==> src/hdl/stor_pkg.sv <==
package stor_pkg;

   localparam int unsigned SEQ_W  = 32;
   localparam int unsigned LEN_W  = 6;
   localparam int unsigned BYTE_W = 8;

   localparam logic [1:0] FUNC_PUSH        = 2'd0;
   localparam logic [1:0] FUNC_ATTACH_END  = 2'd1;
   localparam logic [1:0] FUNC_ATTACH_HIST = 2'd2;
   localparam logic [1:0] FUNC_READ        = 2'd3;

   localparam logic [1:0] ST_ACCEPTED    = 2'd0;
   localparam logic [1:0] ST_ENTRY_BYTE  = 2'd1;
   localparam logic [1:0] ST_NOTHING_NEW = 2'd2;
   localparam logic [1:0] ST_STALE       = 2'd3;

   localparam int unsigned CMD_DEPTH = 2;
   localparam int unsigned CMD_PW    = $clog2(CMD_DEPTH);
   localparam int unsigned CMD_CW    = $clog2(CMD_DEPTH + 1);

   localparam int unsigned RSP_DEPTH = 4;
   localparam int unsigned RSP_PW    = $clog2(RSP_DEPTH);
   localparam int unsigned RSP_CW    = $clog2(RSP_DEPTH + 1);

   typedef enum logic [2:0] {
      OP_PUSH_BYTE,
      OP_COMMIT,
      OP_ATTACH_END,
      OP_ATTACH_HIST,
      OP_READ
   } op_type;

   typedef enum logic [2:0] {
      BK_IDLE,
      BK_COPY,
      BK_COMMIT,
      BK_ACK,
      BK_READ_TAG,
      BK_STREAM
   } back_state_type;

   typedef struct packed {
      op_type              op;
      logic [1:0]          reader_id;
      logic                reader_ok;
      logic [BYTE_W-1:0]   data_byte;
      logic [SEQ_W-1:0]    history_count;
   } cmd_type;

   typedef struct packed {
      logic [1:0]          status;
      logic [BYTE_W-1:0]   out_byte;
      logic [LEN_W-1:0]    entry_length;
      logic                last;
      logic [SEQ_W-1:0]    pending;
   } rsp_type;

   typedef struct packed {
      logic full;
      logic almost_full;
   } level_type;

endpackage

==> src/hdl/stor_rsp_queue.sv <==
module stor_rsp_queue (
   input  logic                  clock,
   input  logic                  reset,
   input  logic                  rsp_push,
   input  stor_pkg::rsp_type     rsp_in,
   output stor_pkg::level_type   level,
   output logic                  empty,
   input  logic                  pop,
   output stor_pkg::rsp_type     head
);
   import stor_pkg::*;

   rsp_type             q_ff [RSP_DEPTH];
   logic [RSP_PW-1:0]   wr_ptr_ff, wr_ptr_in;
   logic [RSP_PW-1:0]   rd_ptr_ff, rd_ptr_in;
   logic [RSP_CW-1:0]   count_ff, count_in;
   logic                take;

   assign empty             = (count_ff == '0);
   assign level.full        = (count_ff == RSP_CW'(RSP_DEPTH));
   assign level.almost_full = (count_ff >= RSP_CW'(RSP_DEPTH - 1));
   assign head              = q_ff[rd_ptr_ff];
   assign take              = pop && !empty;

   always_comb begin
      wr_ptr_in = rsp_push ? wr_ptr_ff + RSP_PW'(1) : wr_ptr_ff;
      rd_ptr_in = take ? rd_ptr_ff + RSP_PW'(1) : rd_ptr_ff;
      count_in  = count_ff + RSP_CW'(rsp_push) - RSP_CW'(take);
   end

   always_ff @(posedge clock) begin
      if (reset) begin
         wr_ptr_ff <= '0;
         rd_ptr_ff <= '0;
         count_ff  <= '0;
      end else begin
         wr_ptr_ff <= wr_ptr_in;
         rd_ptr_ff <= rd_ptr_in;
         count_ff  <= count_in;
      end
   end

   always_ff @(posedge clock) begin
      if (rsp_push) begin
         q_ff[wr_ptr_ff] <= rsp_in;
      end
   end

endmodule

==> config.mk <==
export PLATFORM = sky130hd
export DESIGN_NAME = stor_rsp_queue
export DESIGN_NICKNAME = d
export VERILOG_FILES = /design/src/hdl/stor_pkg.sv /design/src/hdl/stor_rsp_queue.sv
export SDC_FILE = /design/constraint.sdc
export NUM_CORES = 1
export LEC_CHECK = 0
export ABC_AREA = 1
export BUFFER_PORTS_ARGS = -buffer_cell sky130_fd_sc_hd__buf_2
export CAP_MARGIN = 30
export CORE_MARGIN = 1.5
export CORE_UTILIZATION = 49
export CTS_CLUSTER_DIAMETER = 40
export CTS_CLUSTER_SIZE = 30
export DETAILED_ROUTE_END_ITERATION = 7
export PLACE_DENSITY = 0.72
export SLEW_MARGIN = 20
export SYNTH_ARGS = -nofsm -noshare
export SYNTH_HDL_FRONTEND = slang
export SYNTH_SLANG_ARGS = --single-unit
==> constraint.sdc <==
create_clock -name clock -period 2.1 [get_ports clock]
set_clock_uncertainty 0.15 [all_clocks]
set_input_delay 0.525 -clock clock [delete_from_list [all_inputs] [get_ports clock]]
set_output_delay 0.525 -clock clock [all_outputs]
set_load 0.03 [all_outputs]
# Word level (Yosys, flattened, before mapping)
# Memory sizes are Yosys's and may differ from the RTL's. A register that Yosys moved wholly into a read port is not among the register bits.
# Cells that the tools add are included.
dict set report word_totals {
  word_cells 17
  ramBits 196
  output_inout_bits 52
  reg_bits 7
  memories 1
}
dict set report classes {
  mux 4
  reduce_logical 3
  order_cmp 1
  addsub 4
  eq_ne 1
}
# name depth width rd rd_ports_with_merged_regs write_ports line_no
set memory_table {}
lappend memory_table {q_ff 4 49 1 1 1 stor_rsp_queue.sv:13} ;# rsp_type q_ff [RSP_DEPTH];
# op count
set op_table {}
lappend op_table {{$add 2x1->2 const B} 2}
lappend op_table {{$mux 2} 2}
lappend op_table {{$add 3x1->3} 1}
lappend op_table {{$eq 3x3->1 const B} 1}
lappend op_table {{$ge 3x2->1 const B} 1}
lappend op_table {{$logic_not 3->1} 1}
lappend op_table {{$sub 3x1->3} 1}
lappend op_table {{$mux 1} 2}
lappend op_table {{$logic_and 1x1->1} 1}
lappend op_table {{$logic_not 1->1} 1}

# Logic depth before layout (Yosys ltp)
# Gate-level depths: netlist of the first run.
dict set report depth {
  word_depth 5
  ltp_mapped 11
  ltp_nobuf 11
}

# Worst setup path after synthesis of the first run
# Ideal clock, no wire load.
dict set report synth_path {
  kind {reg-to-reg}
  from {register count_ff[1]}
  to {register count_ff[2]}
  n_path_buf 0
  path_slack_ns -0.018
  period_less_slack_ns 2.118
  t_arrival_ns 1.854
  setup_ns 0.114
  stages_incl_launch_ff 12
  cell_sequence {dfxtp_1 > nor2_1 > nand2_1 > inv_1 > nor2_1 > ha_1 > inv_1 > ha_1 > inv_1 > fa_1 > xor2_1 > nor2_1}
}
dict set report synth_between {
  elab_chain_cells 4
  elab_cells_between_ends 5
}
# element line_no
set synth_lines {}
lappend synth_lines {{start: declaration} stor_rsp_queue.sv:16} ;# logic [RSP_CW-1:0] count_ff, count_in;
lappend synth_lines {{start signal: assignment} stor_rsp_queue.sv:39} ;# count_ff <= count_in;
lappend synth_lines {{$logic_not 3->1} stor_rsp_queue.sv:19} ;# assign empty = (count_ff == '0);
lappend synth_lines {{via empty} stor_rsp_queue.sv:7} ;# output logic empty,
lappend synth_lines {{$logic_not 1->1} stor_rsp_queue.sv:23} ;# assign take = pop && !empty;
lappend synth_lines {{$logic_and 1x1->1} stor_rsp_queue.sv:23}
lappend synth_lines {{via take} stor_rsp_queue.sv:17} ;# logic take;
lappend synth_lines {{$sub 3x1->3} stor_rsp_queue.sv:28} ;# count_in = count_ff + RSP_CW'(rsp_push) - RSP_CW'(take);
# The timed path passes the listed nets, and every way through them passes these cells.
# A chain may end at the register's enable or synchronous reset.

==> implementation parameters, run 1 <==
Parameter                              Value

Outcome
  Result of the run ... finished, violations left
  Failing checks ... negative setup slack

Clock network
  Depth of the CTS H-tree ... 1
  Cell chosen for the clock root ... sky130_fd_sc_hd__clkbuf_16
  Clock network latency to the later pin of the worst-skew pair ... 0.50 ns
  Clock tree from TritonCTS ... done
  TritonCTS Sinks ... 205
  Max Buffers Root-to-Sink ... 3
  Clock-pin slew on the worst setup and hold paths ... roughly 0.070 ns
  TritonCTS buffer count ... 24

Pwr
  Maximum ir drop on the vdd rail ... 869 µV
  Power Total ... about 13 mW
  Leakage power total ... 3.87 nW
  Total power divided by cell area ... 1260 nW/µm²

Synthesis
  Top area cells in the synthesized netlist ... sky130_fd_sc_hd__edfxtp_1 76%, sky130_fd_sc_hd__o21ai_0 6.2%, sky130_fd_sc_hd__nor2_1 5.1%, sky130_fd_sc_hd__o22ai_1 4.0%, sky130_fd_sc_hd__dfxtp_1 2.3%
  Post-synth net total ... 596
  Number of synthesized flops with an enable pin ... 196
  Fraction of synthesized area in multiplexers ... 0%
  Ys flop type ... sky130_fd_sc_hd__edfxtp_1
  Post-synth top area share ... between 70% and 80%
  Post-synthesis cell area ... 7730 µm²
  Gate count of the mapped netlist ... 535
  FFs w/ async S/R, synth ... 0%
  Fraction of the mapped netlist area in compound gates ... 10.8%
  Dominant combinational cell family by area after synthesis ... compound AO/OA/AOI/OAI gates
  Sequential area share after synthesis ... 78.5%
  Simple-gate share of the synthesized area ... around 5.8%
  Post-synthesis average cell area ... 14.4 µm²
  Cell type with the highest aggregate area in the netlist ... sky130_fd_sc_hd__edfxtp_1
  Synth unique cells ... 22
  Share of synthesized cell area in full adder, half adder and majority cells ... 1.39%
  Register bit count reported by yosys ... 205
  Cell with the most instances after synthesis ... sky130_fd_sc_hd__edfxtp_1
  Synthesis warning total ... 0
  Leading cell types by count after synthesis ... 196 x sky130_fd_sc_hd__edfxtp_1, 106 x sky130_fd_sc_hd__nor2_1, 96 x sky130_fd_sc_hd__o21ai_0
  Post-synthesis xor/xnor area fraction ... 0.113%

Placement
  Worst slack at placement ... 0.0221 ns
  Weighted congestion at the end of routability-driven global placement ... approximately 0.7
  Placed Cells incl. Taps ... 839
  IO Port Bufs ... 104
  Half-perimeter wire length after placement ... 9.17 mm

Drt
  Vias per Instance ... 5.47
  DRC violations left ... 0
  Detailed-route via count ... 4,960
  Average wire per cell in the routed design ... between 20 and 25 µm
  Remaining antenna violation count ... 0
  Overall routed net length ... ~18 mm
  Iter 0 DRT Violations ... between 400 and 500
  Pre-antenna DRT Iters ... 4

Layout
  Post-route insts no fill ... approximately 910
  Fraction of final layout cells sized beyond drive strength 1 ... 41.1%
  Synthesis-to-finish area growth ... 37.2%
  N_diodes ... 0
  Fill cells ... 1,020
  Number of nets in the layout ... 739

Floorplanning
  Initial Utilization ... 50.5%
  Height of the die ... between 100 and 150 µm
  Number of top-level pins ... 105
  Cell Rows ... 45
  Area enclosed by the die boundary ... about 17,000 µm²
  Core ar. ... 15,300 µm²
  Die boundary width ... 129 µm

Critical path
  Critical path launch point type ... flop
  Biggest fanout along the worst timing path ... 9
  Worst Setup End Kind ... output pin
  Worst path required time ... 1.42 ns
  Beginning of the worst register-to-register path ... count_ff[1]
  Type of the setup path with the least slack ... reg -> out
  Worst endpoint data arrival time ... 1.70 ns

Timing
  Minimum clock period ... between 2 and 2.5 ns
  Setup-failing EPs final ... 49
  Number of pins exceeding their max-slew limit in the final report ... 0
  Actual slew at the worst max-slew pin ... ~0.38 ns
  Relative slew slack ... 74.5%
  Period utilization ... 113%
  Min Hold Slack ... between 0.08 and 0.09 ns
  Setup slack after layout ... -0.277 ns
  Hold violation count in the final report ... 0
  RSZ-0062 raised after global routing ... yes
  Maximum clock rate ... between 400 and 500 MHz

Worst hold path
  Hold wc startpoint ... rsp_in[30]
  Worst Hold Class ... in -> reg

GRT
  Aggregate global routing overflow ... 0
  Wire length of the first global-routing pass ... 25.3 mm
  Overall routing resource usage ... 20.2%
  Antenna violations before repair ... 1
  Maximum number of pins on one net before global-route repair ... 33
  Via count of the first global-routing pass ... 4,738

Run
  Maximum capacitance violations ... 0
==> metrics by stage <==
stage / area (µm²) / TNS, ns / utilization [%]
2_1_floorplan: 7730 / 0 / -
3_3_place_gp: 8620 / 0 / 56.3
3_5_place_dp: 8620 / 0 / 56.3
4_1_cts: 9880 / -11.41 / 64.5
5_1_grt: 10600 / -14.90 / 69.3
6_report: 10600 / -11.86 / 69.3
==> registers in the layout, indices dropped and copies added, names as in the netlist, named ones only <==
name and flops:
wr_ptr_ff 2, rd_ptr_ff 2, count_ff 3, q_ff 196
==> final cells by class <==
class / instances / area [µm²] / area share, %
Clock buffer: 26 / 629 / 5.93
Tap cell: 211 / 264 / 2.49
Timing Repair inverter: 3 / 38.8 / 0.366
Multi-Input combinational cell: 281 / 1770 / 16.7
Sequential cell: 205 / 6080 / 57.3
Timing Repair Buffer: 145 / 1480 / 13.9
Clock inverter: 18 / 245 / 2.31
Inverter: 18 / 98.8 / 0.932
==> layer usage <==
| layer | vias up | track usage [%] | wire (µm) |
|---|---|---|---|
| li1 | 2297 | - | - |
| met1 | 2498 | 26.9 | 7800 |
| met2 | 148 | 34.4 | 9230 |
| met3 | 15 | 4.24 | 1140 |
| met4 | 2 | 4.89 | 122 |
| met5 | - | 0 | 7 |
==> path summary, 6_finish.rpt <==
check,cells after the start,slack [ns],end
worst max-delay path,5,-0.28,head[10]
worst min-delay path,1,0.08,q_ff[2][30]
worst max register to register,10,0.17,count_ff[1]
worst min register to register,2,0.40,wr_ptr_ff[1]
==> power breakdown <==
part           switching, mW  internal (mW)  leakage (nW)  total (mW)
clock                   1.71           2.74         0.432        4.45
combinational           2.40           1.70          1.56        4.11
sequential            0.0957           4.71          1.88        4.80
==> worst max-delay path, cell delays in order, from the launching register on <==
cell,delay [ns]
sky130_fd_sc_hd__dfxtp_4,0.38
sky130_fd_sc_hd__buf_12,0.18
sky130_fd_sc_hd__clkbuf_16,0.18
sky130_fd_sc_hd__o21ai_0,0.10
sky130_fd_sc_hd__o22ai_1,0.18
sky130_fd_sc_hd__buf_4,0.19
==> cells in the final DEF, fill, tap and decap left out, types with 15 or more instances in the layout <==
| cell type | Yosys | final |
|---|---|---|
| sky130_fd_sc_hd__edfxtp_1 | 196 | 196 |
| sky130_fd_sc_hd__nor2_1 | 106 | 80 |
| sky130_fd_sc_hd__buf_2 | 12 | 53 |
| sky130_fd_sc_hd__buf_4 | 1 | 44 |
| sky130_fd_sc_hd__o21ai_1 | 5 | 39 |
| sky130_fd_sc_hd__o22ai_1 | 49 | 34 |
| sky130_fd_sc_hd__clkbuf_16 | 0 | 33 |
| sky130_fd_sc_hd__o21ai_2 | 0 | 31 |
| sky130_fd_sc_hd__nor2_2 | 0 | 24 |
| sky130_fd_sc_hd__o21ai_0 | 96 | 23 |
| sky130_fd_sc_hd__buf_6 | 7 | 18 |
| sky130_fd_sc_hd__buf_12 | 0 | 17 |
| sky130_fd_sc_hd__o22ai_2 | 0 | 15 |
==> logic make-up (layout without fill, tap and decap cells) <==
group / count (synthesis) / after routing
AOI/OAI and AO/OA: 154 / 154
and+or+nand+nor: 118 / 118
adders and majority gates: 8 / 8
buffers and inverters: 49 / 210
DFF: 205 / 205
xor gates and xnor gates: 1 / 1
==> what timing repair did <==
action,CTS,global route
buffers inserted,1,8
cloned,3,12
endpoints found under the hold margin,0,0
pin swaps,10,22
gates resized for setup,127,137
setup endpoints to repair,50,51
hold buffers,0,0
Note: power is estimated with default switching activity, not from simulation.
==> run 2, diff against run 1 <==
Settings changed: CELL_PAD_IN_SITES_DETAIL_PLACEMENT from default to 1, CELL_PAD_IN_SITES_GLOBAL_PLACEMENT from default to 2, CORE_UTILIZATION 49 to 36, PLACE_DENSITY 0.72 to default, PLACE_DENSITY_LB_ADDON from default to 0.1, SETUP_SLACK_MARGIN from default to 0.1.
==> run 2 against run 1 <==
Against the previous run:
- the run still ends with negative setup slack left
- utilization decreased by 18 points
- sequential power increased by 0.8%
- worst hold slack improved by 0.0059 ns
- first-iteration DRC count decreased by 54%
- combinational power decreased by 5.8%
- via count increased by 2.1%
==> implementation parameters, run 2 (synthesized netlist as in run 1, its figures left out) <==
Parameter                              Value

Drt
  Vias per Instance ... 5.10 (-6.7%)
  Overall routed net length ... 19.9 mm (+9.0%)
  Detailed-route via count ... 5,064 (+2.1%)
  Pre-antenna DRT Iters ... 4 (unchanged)
  Iter 0 DRT Violations ... 228 (-54%)
  DRC violations left ... 0 (unchanged)
  Average wire per cell in the routed design ... 20.1 µm (-0.48%)
  Remaining antenna violation count ... 0 (unchanged)

Layout
  Synthesis-to-finish area growth ... 39.1%
  Top library cells by usage in the layout, fill and taps aside ... 196 x sky130_fd_sc_hd__edfxtp_1, 100 x sky130_fd_sc_hd__nor2_1, 53 x sky130_fd_sc_hd__buf_2, 42 x sky130_fd_sc_hd__buf_4
  Number of nets in the layout ... 751 (+1.6%)
  Post-Route Utilization ... 51.1% (-18 points)
  Most frequent standard cell in the layout excluding fill and tap cells ... sky130_fd_sc_hd__edfxtp_1
  Max FFs per register ... 196 (unchanged)
  Largest registers ... q_ff x196, count_ff x3
  Fraction of final layout cells sized beyond drive strength 1 ... 38.4% (-2.7 points)
  Final cell area excluding filler cells ... 10,700 µm² (+1.3%)
  Register with the highest flop count ... q_ff

Clock network
  Clock tree from TritonCTS ... done
  Clock network latency to the later pin of the worst-skew pair ... 0.49 ns (about the same)
  Clock-pin slew on the worst setup and hold paths ... 0.05 ns (-0.02 ns)
  TritonCTS Sinks ... 205 (unchanged)
  Depth of the CTS H-tree ... 2 (+1)
  TritonCTS buffer count ... 35 (+46%)
  Max Buffers Root-to-Sink ... 3 (unchanged)
  Cell chosen for the clock root ... sky130_fd_sc_hd__clkbuf_16

Timing
  Actual slew at the worst max-slew pin ... 0.365 ns (-0.0185 ns)
  Min Hold Slack ... 0.0886 ns (+0.00590 ns)
  Maximum clock rate ... 416 MHz (-1.0%)
  Setup-failing EPs final ... 49 (unchanged)
  Number of pins exceeding their max-slew limit in the final report ... 0 (unchanged)
  Hold violation count in the final report ... 0 (unchanged)
  Minimum clock period ... 2.40 ns (+0.0248 ns)
  Relative slew slack ... 75.7% (+1.2 points)
  Period utilization ... 114% (+1.2 points)
  Setup slack after layout ... -0.302 ns (-0.0248 ns)
  RSZ-0062 raised after global routing ... yes

Placement
  IO Port Bufs ... 104 (unchanged)
  Weighted congestion at the end of routability-driven global placement ... 0.700 (-2.8%)
  Cell area after placement ... 8760 µm² (+1.6%)
  Half-perimeter wire length after placement ... 11.2 mm (+22%)

Worst hold path
  Hold Path Sink ... q_ff[2][27]
  Worst Hold Class ... in -> reg
  Cell count of the worst hold path ... 1 (unchanged)
  Hold wc startpoint ... rsp_in[27]

GRT
  Global Route met2 Usage ... 31.2% (-3.1 points)
  Antenna violations before repair ... 5 (+4)
  GRT busiest layer ... met2
  Global-route met3 utilization ... 4.36% (+0.12 points)
  GR met1 Demand/Resource ... 21.9% (-5.0 points)
  Wire length of the first global-routing pass ... 30.3 mm (+20%)
  Maximum number of pins on one net before global-route repair ... 29 (-12%)
  Via count of the first global-routing pass ... 5,590 (+18%)
  Aggregate global routing overflow ... 0 (unchanged)
  Overall routing resource usage ... 18.0% (-2.2 points)

Critical path
  Worst stage delay on the critical path ... 0.47 ns (+0.09 ns)
  Largest delay share family, worst path ... buffers and inverters
  R2r worst-path depth ... 12 (+2)
  Setup slack on the worst flop-to-flop path ... 0.08 ns (-0.09 ns)
  Worst Setup End Kind ... output pin
  Combined buffer and inverter count along the critical path ... 3 (unchanged)
  Critical Path, Cell by Cell ... buf_12, buf_8, o21ai_2, o22ai_1, buf_4
  Critical path launch point type ... flop
  Slowest CP cell ... sky130_fd_sc_hd__dfxtp_4
  Worst path required time ... 1.42 ns (about the same)
  Type of the setup path with the least slack ... reg -> out
  Worst endpoint data arrival time ... 1.73 ns (+0.03 ns)
  Beginning of the worst register-to-register path ... count_ff[2]
  RR Endpoint ... count_ff[2]
  Biggest fanout along the worst timing path ... 8 (-1)

Outcome
  Result of the run ... finished, violations left
  Failing checks ... negative setup slack

Pwr
  Total power divided by cell area ... 1330 nW/µm² (+5.6%)
  Maximum ir drop on the vdd rail ... 705 µV (-19%)
  Leakage power total ... 3.87 nW (+0.13%)

Floorplanning
  Height of the die ... 150 µm (+16%)
  Core ar. ... 21,000 µm² (+37%)
  Cell Rows ... 53 (+18%)
  Number of top-level pins ... 105 (unchanged)
  Area enclosed by the die boundary ... 22,400 µm² (+35%)
  Initial Utilization ... 36.8% (-14 points)
  Die boundary width ... 150 µm (+16%)

Run
  Maximum capacitance violations ... 0 (unchanged)
==> run 2: worst max-delay path by stage <==
stage	end	slack, ns	cells after the start
after floorplan	count_ff[2]	0.07	11
after global placement	count_ff[2]	0.05	10
after detailed placement	count_ff[2]	0.02	10
after CTS	head[23]	-0.34	5
after global routing	head[10]	-0.37	5
final	head[16]	-0.30	5
==> run 2: metal layers <==
| layer | vias up | wire (µm) |
|---|---|---|
| li1 | 2326 | - |
| met1 | 2569 | 8420 |
| met2 | 112 | 10000 |
| met3 | 49 | 985 |
| met4 | 8 | 445 |
| met5 | - | 51 |
==> run 2: what timing repair did <==
| action | CTS | global route |
|---|---|---|
| pin swaps | 12 | 43 |
| hold buffers | 0 | 0 |
| gates cloned | 2 | 2 |
| buffers inserted | 7 | 3 |
| resized for setup | 114 | 121 |
| setup endpoints to repair | 52 | 53 |
==> run 2: power breakdown <==
| part | internal, mW | leakage (nW) | switching, mW | total (mW) |
|---|---|---|---|---|
| sequential | 4.72 | 1.88 | 0.119 | 4.84 |
| combinational | 1.57 | 1.43 | 2.30 | 3.87 |
| clock | 3.64 | 0.563 | 1.94 | 5.58 |
==> run 2: metrics by stage <==
step / std cells / power (mW) / worst slack [ns] / setup TNS [ns]
after floorplan: 535 / 6.72 / 0.0675 / 0
after global placement: 914 / 7.67 / 0.0484 / 0
after detailed placement: 914 / 7.75 / 0.0151 / 0
after CTS: 987 / 14.0 / -0.338 / -14.24
after global routing: 992 / 14.9 / -0.369 / -16.40
final: 993 / 14.3 / -0.302 / -12.30
==> run 2: final cells by class <==
cell class	instances	area (µm²)
fillers	2032	10300
repair buffers	149	1370
diodes	1	2.50
clock buffers	40	916
inverters	18	97.6
clock inverters	24	251
multi-input cells	281	1690
well taps	275	344
flip-flops and latches	205	6080
